--- src/hw/rtl/sio_rf_pkg.sv ---
// ============================================================================
// sio_rf_pkg
// Shared types and constants of the index/data configuration register file.
// ============================================================================
package sio_rf_pkg;

    // Sizing of the register file.
    localparam int GLOBAL_REG_COUNT    = 48;
    localparam int DEVICE_COUNT        = 16;
    localparam int SERIAL_COUNT        = 2;
    localparam int FIRST_SERIAL_DEVICE = 4;

    // Well-known register numbers.
    localparam logic [7:0]  REG_DEVICE_NUMBER = 8'h07;
    localparam logic [7:0]  REG_BASE_LOW      = 8'h26;
    localparam logic [7:0]  REG_BASE_HIGH     = 8'h27;
    localparam logic [15:0] BASE_ADDRESS      = 16'h002E;
    localparam logic [7:0]  DEV_ACTIVATE      = 8'h30;
    localparam logic [7:0]  DEV_INTERRUPT     = 8'h70;

    // Reset values of the mode keys.
    localparam logic [7:0] ENTER_KEY_RESET = 8'h55;
    localparam logic [7:0] EXIT_KEY_RESET  = 8'hAA;

    // Configuration register indexes.
    localparam logic CFG_ENTER_KEY = 1'b0;
    localparam logic CFG_EXIT_KEY  = 1'b1;

    // Bus access codes.
    localparam logic       OP_READ    = 1'b0;
    localparam logic       OP_WRITE   = 1'b1;
    localparam logic [1:0] PORT_INDEX = 2'd0;
    localparam logic [1:0] PORT_DATA  = 2'd1;

    typedef struct packed {
        logic       operation;
        logic [1:0] port_offset;
        logic [7:0] write_data;
    } in_item_t;

    typedef struct packed {
        logic [7:0] read_data;
        logic       handled;
        logic       in_config_mode;
        logic [1:0] activate_mask;
        logic [7:0] serial0_irq;
        logic [7:0] serial1_irq;
    } out_item_t;

    // Commands from the controller to the datapath.
    typedef struct packed {
        logic clear;
        logic load;
        logic exec;
    } dp_cmd_t;

    // Status from the datapath to the controller.
    typedef struct packed {
        logic clear_last;
    } dp_status_t;

endpackage

--- src/hw/rtl/sio_rf_ctrl.sv ---
// ============================================================================
// sio_rf_ctrl
// Sequencer: clearing sweep after reset, then load, execute and hand over
// one access at a time.
// ============================================================================
module sio_rf_ctrl
    import sio_rf_pkg::*;
(
    input  logic       clk,
    input  logic       rst_n,
    input  logic       in_valid,
    output logic       in_ready,
    output logic       out_valid,
    input  logic       out_ready,
    output dp_cmd_t    cmd,
    input  dp_status_t status
);

    typedef enum logic [3:0] {
        S_CLEAR = 4'b0001,
        S_IDLE  = 4'b0010,
        S_EXEC  = 4'b0100,
        S_OUT   = 4'b1000
    } state_t;

    state_t state_reg;
    state_t state_next;

    always_ff @(posedge clk or negedge rst_n)
    begin
        if (!rst_n)
        begin
            state_reg <= S_CLEAR;
        end
        else
        begin
            state_reg <= state_next;
        end
    end

    always_comb
    begin
        state_next = state_reg;
        cmd        = '0;
        in_ready   = 1'b0;
        out_valid  = 1'b0;
        unique case (state_reg)
            S_CLEAR:
            begin
                cmd.clear = 1'b1;
                if (status.clear_last)
                begin
                    state_next = S_IDLE;
                end
            end
            S_IDLE:
            begin
                in_ready = 1'b1;
                cmd.load = in_valid;
                if (in_valid)
                begin
                    state_next = S_EXEC;
                end
            end
            S_EXEC:
            begin
                cmd.exec   = 1'b1;
                state_next = S_OUT;
            end
            S_OUT:
            begin
                out_valid = 1'b1;
                if (out_ready)
                begin
                    state_next = S_IDLE;
                end
            end
            default:
            begin
                state_next = S_CLEAR;
            end
        endcase
    end

    // The input and output sides are never open in the same cycle.
    a_exclusive: assert property (@(posedge clk) disable iff (!rst_n)
        !(in_ready && out_valid))
        else $error("input and output open together");

    // An accepted beat always moves straight to its execute step.
    a_accept_exec: assert property (@(posedge clk) disable iff (!rst_n)
        (in_valid && in_ready) |=> (cmd.exec && !in_ready && !out_valid))
        else $error("accepted beat not executed");

    // Execution always leads straight to a presented result.
    a_exec_out: assert property (@(posedge clk) disable iff (!rst_n)
        cmd.exec |=> out_valid)
        else $error("executed beat produced no result");

    // No beat is taken while the clearing sweep runs.
    a_clear_block: assert property (@(posedge clk) disable iff (!rst_n)
        cmd.clear |-> (!in_ready && !out_valid))
        else $error("handshake open during clearing sweep");

endmodule

--- config.mk ---
export PLATFORM = sky130hd
export DESIGN_NAME = sio_rf_ctrl
export DESIGN_NICKNAME = d
export VERILOG_FILES = /design/src/hw/rtl/sio_rf_pkg.sv /design/src/hw/rtl/sio_rf_ctrl.sv
export SDC_FILE = /design/constraint.sdc
export NUM_CORES = 1
export LEC_CHECK = 0
export ABC_AREA = 1
export BUFFER_PORTS_ARGS = -buffer_cell sky130_fd_sc_hd__buf_2
export CAP_MARGIN = 20
export CORE_AREA = 2 2 39 41
export CTS_CLUSTER_SIZE = 40
export DETAILED_ROUTE_END_ITERATION = 8
export DIE_AREA = 0 0 41 43
export PLACE_DENSITY_LB_ADDON = 0.25
export SLEW_MARGIN = 20
export SYNTH_ARGS = -nofsm -noshare
export SYNTH_HDL_FRONTEND = slang
export SYNTH_SLANG_ARGS = --single-unit
--- constraint.sdc ---
create_clock -name clk -period 1.6 [get_ports clk]
set_input_delay 0.16 -clock clk [delete_from_list [all_inputs] [get_ports clk]]
set_output_delay 0.16 -clock clk [all_outputs]
set_load 0.1 [all_outputs]
==> results of run 1 <==
## per-stage QoR
step	cell area (µm²)	hold slack [ns]	power (mW)
CTS	419	0.174	0.933
finish	419	0.181	0.920
global placement	383	-0.0313	0.788
detailed placement	383	-0.0299	0.786
global route	419	0.192	0.989
floorplan	258	-0.136	0.600
## cell type report
class	count	area, µm²	share of cell area
Clock buffer	4	26.3	0.0627
Inverter	8	30.0	0.0716
Multi-Input combinational cell	23	126	0.301
Sequential cell	4	101	0.242
Tap cell	16	20.0	0.0478
Timing Repair Buffer	10	115	0.275
## worst max-delay path, stage by stage (launching register included)
cell and delay (ns):
dfrtp_1 0.41, inv_2 0.08, nand2_2 0.06, nor2_4 0.11, buf_2 0.43
## synthesized netlist by cell type
cell type / instances / area (µm²)
dfrtp_1: 3 / 75.1
dfstp_2: 1 / 26.3
inv_1: 6 / 22.5
inv_2: 2 / 7.51
nand2_1: 7 / 26.3
nand2_2: 1 / 6.26
nand3_1: 3 / 15.0
nand3_2: 1 / 10.0
nand3b_1: 1 / 7.51
nor2_1: 5 / 18.8
nor2_2: 4 / 25.0
o21ai_1: 1 / 5.00
## power by group through the flow
stage                     Combinational (mW)  Clock [mW]  Sequential, mW
after floorplan                        0.428           0           0.172
after global placement                 0.613           0           0.176
after detailed placement               0.610           0           0.176
after CTS                              0.613       0.144           0.175
after global routing                   0.651       0.159           0.179
final                                  0.608       0.138           0.175
## worst max-delay path by stage
stage                     depth (start not counted)   endpoint
after global routing                              4  out_valid
after detailed placement                          4  out_valid
after CTS                                         4  out_valid
after global placement                            4  out_valid
after floorplan                                   3     cmd[1]
final                                             4  out_valid
## metal layers
layer	global-route usage	routed length, µm	part of all wire
met5	0	0	0
met1	0.107	213	0.40
met3	0.0576	69	0.13
met4	0.0800	6	0.011
met2	0.103	243	0.46
## cell families (layout without fill, tap and decap cells)
logic type / count (synthesis) / after routing / synth area share
and+or+nand+nor: 22 / 22 / 0.444
buffers and inverters: 8 / 22 / 0.122
DFF: 4 / 4 / 0.413
AOI/OAI and AO/OA: 1 / 1 / 0.0204
## what timing repair did
item,in CTS,in global routing
gates resized for setup,0,0
endpoints found under the hold margin,4,0
hold buffers,1,0
==> out/qor.yml, run 1 <==
row_count: 14
p_leak_nw: 0.228
fin_nets: 55
final_common_cell: "nand2_1"
hold_viol: 0
cts_tree: "built"
crit_type: "flip-flop to primary output"
syn_avg_cell_area_um2: 7.01
fillers: 150
grt_pass1_wl_um: 986
final_layout_size_suffix_gt1_frac: 0.449
synth_cell_types: 12
tightest_slew_ns: 0.485
drt-wirelength-per-cell_um: 8.20
grt_pass1_vias: 235
post-cts-setup-buffers: 0
ff2ff_setup_slack_ns: 0.54
instances_no_fill: 65
antenna_found_initial: 0
p_sw_frac: 0.523
min_period_over_period: 0.925
die_h_um: 43
vias_per_cell: 3.78
place_congestion: 0.704
min_path_type: "input pin to flip-flop"
whs_path_depth: 3
overflow: 0
die_x_um: 41
num_io_pins: 10
antenna_cells: 0
worst_r2r_endpoint: "state_reg[0]$_DFFE_PN1P_"
layout_common_cells: "7 x nand2_1, 6 x inv_1, 5 x buf_2, 4 x nor2_1, 4 x buf_12"
clkLatencyLatePin_ns: 0.24
gr-usage-all-layers: 0.0896
fmax_mhz: 676
vdd_drop_max_v: 0.00109
worstReg2RegStart: "state_reg[0]$_DFFE_PN1P_"
clk_transition_reported_paths_ns: 0.04
hp-start: "status"
routed_wl_um: 533
dp_slack_ns: 0.371
cellPowerDensity_nw_per_um2: 2200
cp.arrival_ns: 1.32
final_core_util: 0.303
clock_path_buffers: 2
pwr-share-seq: 0.190
numClockSinks: 4
clock_skew_ns: 0.00654
ant_nets: 0
netSwitchingPower_mw: 0.481
comb_power_share: 0.660
grt_max_degree: 5
holdPathEnd: "state_reg[0]$_DFFE_PN1P_"
min_period_ns: 1.48
cap_violations: 0
drv_slew: 0
hpwl_um: 436
required_ns: 1.44
cts-root-buf: "clkbuf_4"
slew_headroom: 0.679
initial_core_util: 0.177
end_kind: "primary output"
htree_num_levels: 1
core_um2: 1380
p_int_mw: 0.439
dp.cells: 60
fin_ws_ns: 0.120
startpoint: "state_reg[2]$_DFFE_PN0P_"
area_growth_pct: 70.9
cts-buffers-inserted: 3
status: "complete, no violations"
die-area_um2: 1760
largest_reg_flops: 4
syn_inst: 35
rsz0062_at_grt: "no"
dr_total_vias: 246
path_max_fanout: 4
syn_nets: 40
p_clk_frac: 0.150
firstDrtPassIters: 4
drcViolationCount: 0
yosysWarnings: 0
final-setup-viol-count: 0
finalSetupTns_ns: 0
numPortBuffers: 9
drtIter0Drc: 10
yosysSeqAreaShare: 0.413
start_kind: "flip-flop"
r2r_cells: 6
synth_area_um2: 245
ys_ff_latch: 4
No activity file was read; power rests on OpenSTA's default activity.
==> run 2, diff against run 1 <==
==> constraint.sdc (replaced) <==
create_clock -name clk -period 1.6 [get_ports clk]
set_input_delay 0 -clock clk [delete_from_list [all_inputs] [get_ports clk]]
set_output_delay 0 -clock clk [all_outputs]
set_load 0.1 [all_outputs]
==> run 2 against run 1 <==
Effect of this change: hold slack worse by 0.15 ns; die area unchanged; via count down 2.8%; power down 13%; combinational power down 20%; clock-buffer cell count unchanged; clock power about the same; wire length down 8.4%; clock skew down 0.0010 ns; largest cell class unchanged.
==> out/qor.yml, run 2 (synthesized netlist as in run 1, its figures left out) <==
firstDrtPassIters: 2  # -2
final_layout_size_suffix_gt1_frac: 0.449  # unchanged
grt_pass1_vias: 201  # -14%
cp.arrival_ns: 1.43  # +0.11 ns
final-setup-viol-count: 0  # unchanged
overflow: 0  # unchanged
p_int_mw: 0.338  # -23%
worstReg2RegStart: "state_reg[0]$_DFFE_PN1P_"
gr-usage-all-layers: 0.0746  # -0.0150
row_count: 14  # unchanged
place_congestion: 0.701  # -0.47%
fin_ws_ns: 0.171  # +0.0508 ns
slew_headroom: 0.679  # about the same
path_max_fanout: 4  # unchanged
whs_path_depth: 3  # unchanged
layout_common_cells: "9 x buf_2, 7 x nand2_1, 6 x inv_1, 4 x nor2_1"
numClockSinks: 4  # unchanged
min_period_over_period: 0.893  # -0.0318
min_path_type: "input pin to flip-flop"
min_period_ns: 1.43  # -0.0508 ns
clkLatencyLatePin_ns: 0.24  # about the same
tightest_slew_ns: 0.485  # +0.000962 ns
r2r_cells: 5  # -1
instances_no_fill: 65  # unchanged
dp.cells: 60  # unchanged
netSwitchingPower_mw: 0.459  # -4.7%
cts_hold_buf: 1  # unchanged
comb_power_share: 0.610  # -0.050
status: "complete, no violations"
cts-buffers-inserted: 3  # unchanged
p_sw_frac: 0.576  # +0.0527
clock_path_buffers: 2  # unchanged
slowest_stage: "buf_2"
vdd_drop_max_v: 0.000888  # -19%
initial_core_util: 0.177  # unchanged
drv_slew: 0  # unchanged
crit_type: "flip-flop to primary output"
startpoint: "state_reg[3]$_DFFE_PN0P_"
wl_met3_um: 56  # -19%
antenna_cells: 0  # unchanged
cts_resized: 0  # unchanged
end_kind: "primary output"
fmax_mhz: 700  # +3.6%
worst_r2r_endpoint: "state_reg[1]$_DFFE_PN0P_"
routed_wl_um: 488  # -8.4%
htree_num_levels: 1  # unchanged
antenna_found_initial: 0  # unchanged
hold_viol: 0  # unchanged
final_core_util: 0.259  # -0.0434
wl_met2_um: 207  # -15%
area_growth_pct: 46.4
drcViolationCount: 0  # unchanged
die_x_um: 41  # unchanged
finalSetupTns_ns: 0  # unchanged
dp_slack_ns: 0.426  # +0.0556 ns
grt_max_degree: 5  # unchanged
crit_end: "cmd[1]"
top_layer_used: "met3"
wl_met1_um: 224  # +5.2%
rsz0062_at_grt: "no"
clock_skew_ns: 0.00550  # -0.00105 ns
drt-wirelength-per-cell_um: 7.51  # -8.4%
cts-root-buf: "clkbuf_4"
required_ns: 1.60  # +0.16 ns
crit_path_cell_trace: "nor2_2 > nand3_2 > nor2_2 > buf_2"
final_common_cell: "buf_2"
dr_total_vias: 239  # -2.8%
drtIter0Drc: 2  # -8
largest_reg_flops: 4  # unchanged
ff2ff_setup_slack_ns: 0.55  # about the same
p_clk_frac: 0.171  # +0.021
cp_common_cell: "nor2_2"
cap_violations: 0  # unchanged
max_stage_delay_ns: 0.42  # about the same
post-cts-setup-buffers: 0  # unchanged
start_kind: "flip-flop"
cellPowerDensity_nw_per_um2: 2220  # +1.1%
hpwl_um: 414  # -5.2%
die-area_um2: 1760  # unchanged
numPortBuffers: 9  # unchanged
pwr-share-seq: 0.220  # +0.030
grt_pass1_wl_um: 772  # -22%
core_um2: 1380  # unchanged
clk_transition_reported_paths_ns: 0.04  # about the same
fin_nets: 55  # unchanged
die_h_um: 43  # unchanged
vias_per_cell: 3.68  # -2.8%
p_leak_nw: 0.214  # -5.9%
ant_nets: 0  # unchanged
cts_tree: "built"
hold_slack_ns: 0.0281  # -0.153 ns
num_io_pins: 10  # unchanged
[run 2: cell count changes in the layout (fill, tap and decap cells not counted)]
cell,delta
buf_12,-4
buf_2,+4
[run 2: routing by layer]
| metal | GRT usage | vias up |
|---|---|---|
| li1 | - | 130 |
| met1 | 0.0945 | 100 |
| met2 | 0.0750 | 9 |
| met3 | 0.0314 | 0 |
| met4 | 0.100 | 0 |
| met5 | 0 | - |
[run 2: per-stage QoR]
step / area (µm²) / power (mW)
4_1_cts: 359 / 0.811
5_1_grt: 359 / 0.853
6_report: 359 / 0.797
3_3_place_gp: 323 / 0.671
3_5_place_dp: 323 / 0.663
2_1_floorplan: 258 / 0.600
[run 2: critical path, delay by kind of cell (launching register included)]
kind	cells	cell delay, ns
buffers and inverters	1	0.42
flip-flops	1	0.40
AND/OR/NAND/NOR	3	0.37
[run 2: worst min path at each step]
stage | from | slack [ns] | end
after global routing | in_valid | 0.03 | state_reg[2]$_DFFE_PN0P_
after global placement | rst_n | -0.19 | state_reg[1]$_DFFE_PN0P_
final | status | 0.03 | state_reg[0]$_DFFE_PN1P_
after floorplan | rst_n | -0.30 | state_reg[1]$_DFFE_PN0P_
after detailed placement | rst_n | -0.19 | state_reg[1]$_DFFE_PN0P_
after CTS | status | 0.02 | state_reg[0]$_DFFE_PN1P_
[run 2: area by class of cell]
type / instances / area [µm²]
multi-input combinational: 23 / 126
tap: 16 / 20.0
inverter: 8 / 30.0
sequential: 4 / 101
fill: 163 / 1020
timing repair buffer: 10 / 55.1
clock buffer: 4 / 26.3
[run 2: power by group through the flow]
stage                     sequential [mW]  clock, mW  combinational, mW
final                               0.175      0.136              0.486
after global routing                0.178      0.156              0.518
after CTS                           0.175      0.144              0.491
after floorplan                     0.172          0              0.428
after detailed placement            0.177          0              0.486
after global placement              0.177          0              0.494
==> run 3, diff against run 2 <==
--- a/config.mk
+++ b/config.mk
@@ -12,6 +12,8 @@
 export CTS_CLUSTER_SIZE = 40
 export DETAILED_ROUTE_END_ITERATION = 8
 export DIE_AREA = 0 0 41 43
+export HOLD_SLACK_MARGIN = 0.15
+export MAX_ROUTING_LAYER = met4
 export PLACE_DENSITY_LB_ADDON = 0.25
 export SLEW_MARGIN = 20
 export SYNTH_ARGS = -nofsm -noshare
==> constraint.sdc (replaced) <==
create_clock -name clk -period 1.8 [get_ports clk]
set_input_delay 0 -clock clk [delete_from_list [all_inputs] [get_ports clk]]
set_output_delay 0 -clock clk [all_outputs]
set_load 0.1 [all_outputs]
==> run 3 against run 2 <==
Effect of this change: clock power is 7% lower; sequential share of layout area shrank 2.2 points; register-to-register slack gained 0.18 ns; via count increased by 9.6%; global-route usage rose by 2.0 points; flip-flop and latch count did not move; combinational power fell by 13%; cell count up 6.2%; wire length is 18% higher; largest cell class unchanged; highest routed layer unchanged.
==> out/qor.yml, run 3 (synthesized netlist as in run 1, its figures left out) <==
die_h_um: 43  # unchanged
drt-wirelength-per-cell_um: 8.32  # +11%
overflow: 0  # unchanged
tightest_slew_ns: 0.485  # -0.000511 ns
routed_wl_um: 574  # +18%
p_clk_frac: 0.178  # +0.007
antenna_cells: 0  # unchanged
gr-usage-all-layers: 0.0942  # +0.0196
min_period_over_period: 0.794
cts-root-buf: "clkbuf_4"
drv_slew: 0  # unchanged
clock_path_buffers: 2  # unchanged
fmax_mhz: 699
area_growth_pct: 58.7
fin_ws_ns: 0.370  # +0.199 ns
die_x_um: 41  # unchanged
numPortBuffers: 9  # unchanged
final-setup-viol-count: 0  # unchanged
hpwl_um: 432  # +4.5%
final_layout_size_suffix_gt1_frac: 0.415  # -0.0339
required_ns: 1.80  # +0.20 ns
final_common_cell: "buf_2"
hold_viol: 0  # unchanged
clk_transition_reported_paths_ns: 0.04  # about the same
antenna_found_initial: 0  # unchanged
cellPowerDensity_nw_per_um2: 1810  # -18%
largest_reg_flops: 4  # unchanged
pwr-share-seq: 0.224  # +0.004
dp_slack_ns: 0.620  # +0.194 ns
status: "complete, no violations"
dr_total_vias: 262  # +9.6%
p_leak_nw: 0.230  # +7.2%
layout_common_cells: "9 x buf_2, 7 x nand2_1, 6 x inv_1, 5 x nor2_2, 5 x dlygate4sd3_1"
ant_nets: 0  # unchanged
core_um2: 1380  # unchanged
min_path_type: "input pin to asynchronous set/reset pin"
cap_violations: 0  # unchanged
cts-buffers-inserted: 3  # unchanged
cp.arrival_ns: 1.43  # about the same
rsz0062_at_grt: "no"
path_max_fanout: 4  # unchanged
htree_num_levels: 1  # unchanged
slew_headroom: 0.679  # about the same
p_int_mw: 0.300  # -11%
vias_per_cell: 3.80  # +3.3%
grt_pass1_vias: 267  # +33%
netSwitchingPower_mw: 0.406  # -11%
grt_pass1_wl_um: 1010  # +30%
vdd_drop_max_v: 0.000419  # -53%
num_io_pins: 10  # unchanged
grt_max_degree: 5  # unchanged
end_kind: "primary output"
p_sw_frac: 0.576  # about the same
clkLatencyLatePin_ns: 0.24  # about the same
drtIter0Drc: 6  # +4
cts_tree: "built"
comb_power_share: 0.598  # -0.012
row_count: 14  # unchanged
place_congestion: 0.668  # -4.6%
post-cts-setup-buffers: 0  # unchanged
drcViolationCount: 0  # unchanged
clock_skew_ns: 0.00594  # +0.000449 ns
crit_type: "flip-flop to primary output"
initial_core_util: 0.177  # unchanged
min_period_ns: 1.43
finalSetupTns_ns: 0  # unchanged
fin_nets: 59  # +7.3%
power_mw: 0.706  # -11%
firstDrtPassIters: 4  # +2
die-area_um2: 1760  # unchanged
start_kind: "flip-flop"
dpl_cell_area_um2: 313  # -3.1%
numClockSinks: 4  # unchanged
stdcell_area_um2: 389  # +8.4%
==> run 3: cell count changes in the layout (fill, tap and decap cells not counted) <==
| cell | previous run | this run |
|---|---|---|
| dlygate4sd3_1 | 1 | 5 |
| nor2_2 | 3 | 5 |
| nor2_4 | 2 | 0 |
==> run 3: worst paths after layout <==
path / startpoint / endpoint / slack (ns) / cells after the start
worst max-delay path: state_reg[1]$_DFFE_PN0P_ / cmd[0] / 0.37 / 4
max in group asynchronous: rst_n / state_reg[2]$_DFFE_PN0P_ / 0.99 / 3
worst min register to register: state_reg[3]$_DFFE_PN0P_ / state_reg[0]$_DFFE_PN1P_ / 0.64 / 3
worst min-delay path: rst_n / state_reg[0]$_DFFE_PN1P_ / 0.24 / 2
worst max register to register: state_reg[0]$_DFFE_PN1P_ / state_reg[0]$_DFFE_PN1P_ / 0.73 / 6
min in group clk: status / state_reg[0]$_DFFE_PN1P_ / 0.56 / 4
==> run 3: what timing repair did <==
item                                   in CTS  in global routing
gates resized for setup                     0                  0
endpoints found under the hold margin       8                  0
hold buffers                                5                  0
==> run 3: area by class of cell <==
| class | count | area [µm²] |
|---|---|---|
| Multi-Input combinational cell | 23 | 116 |
| Timing Repair Buffer | 14 | 95.1 |
| Fill cell | 156 | 995 |
| Sequential cell | 4 | 101 |
| Inverter | 8 | 30.0 |
| Clock buffer | 4 | 26.3 |
| Tap cell | 16 | 20.0 |
==> run 3: worst max-delay path, cell delays in order (launching register included) <==
cell	delay (ns)
dfrtp_1	0.41
nor2_1	0.14
nand3_1	0.15
inv_1	0.07
buf_2	0.41
==> run 3: metrics by stage <==
step           hold WS [ns]  instances   util
6_report              0.236         69  0.281
5_1_grt               0.268         69  0.281
4_1_cts               0.231         69  0.281
3_5_place_dp         -0.190         60  0.226
3_3_place_gp         -0.191         60  0.226
2_1_floorplan        -0.296         35      -
==> run 3: power groups by stage <==
stage / Sequential [mW] / Combinational [mW] / Clock (mW)
after floorplan: 0.153 / 0.362 / 0
after CTS: 0.158 / 0.425 / 0.130
after global routing: 0.162 / 0.454 / 0.140
after global placement: 0.161 / 0.417 / 0
after detailed placement: 0.160 / 0.416 / 0
final: 0.158 / 0.422 / 0.126
==> run 3: routing by layer <==
metal / routed length, µm / up-vias / share of wire / global-route usage
met5: 0 / - / 0 / -
met4: 0 / 0 / 0 / 0.0800
met3: 33 / 0 / 0.057 / 0.0314
met2: 308 / 8 / 0.54 / 0.138
met1: 232 / 116 / 0.40 / 0.0951
li1: - / 138 / - / -
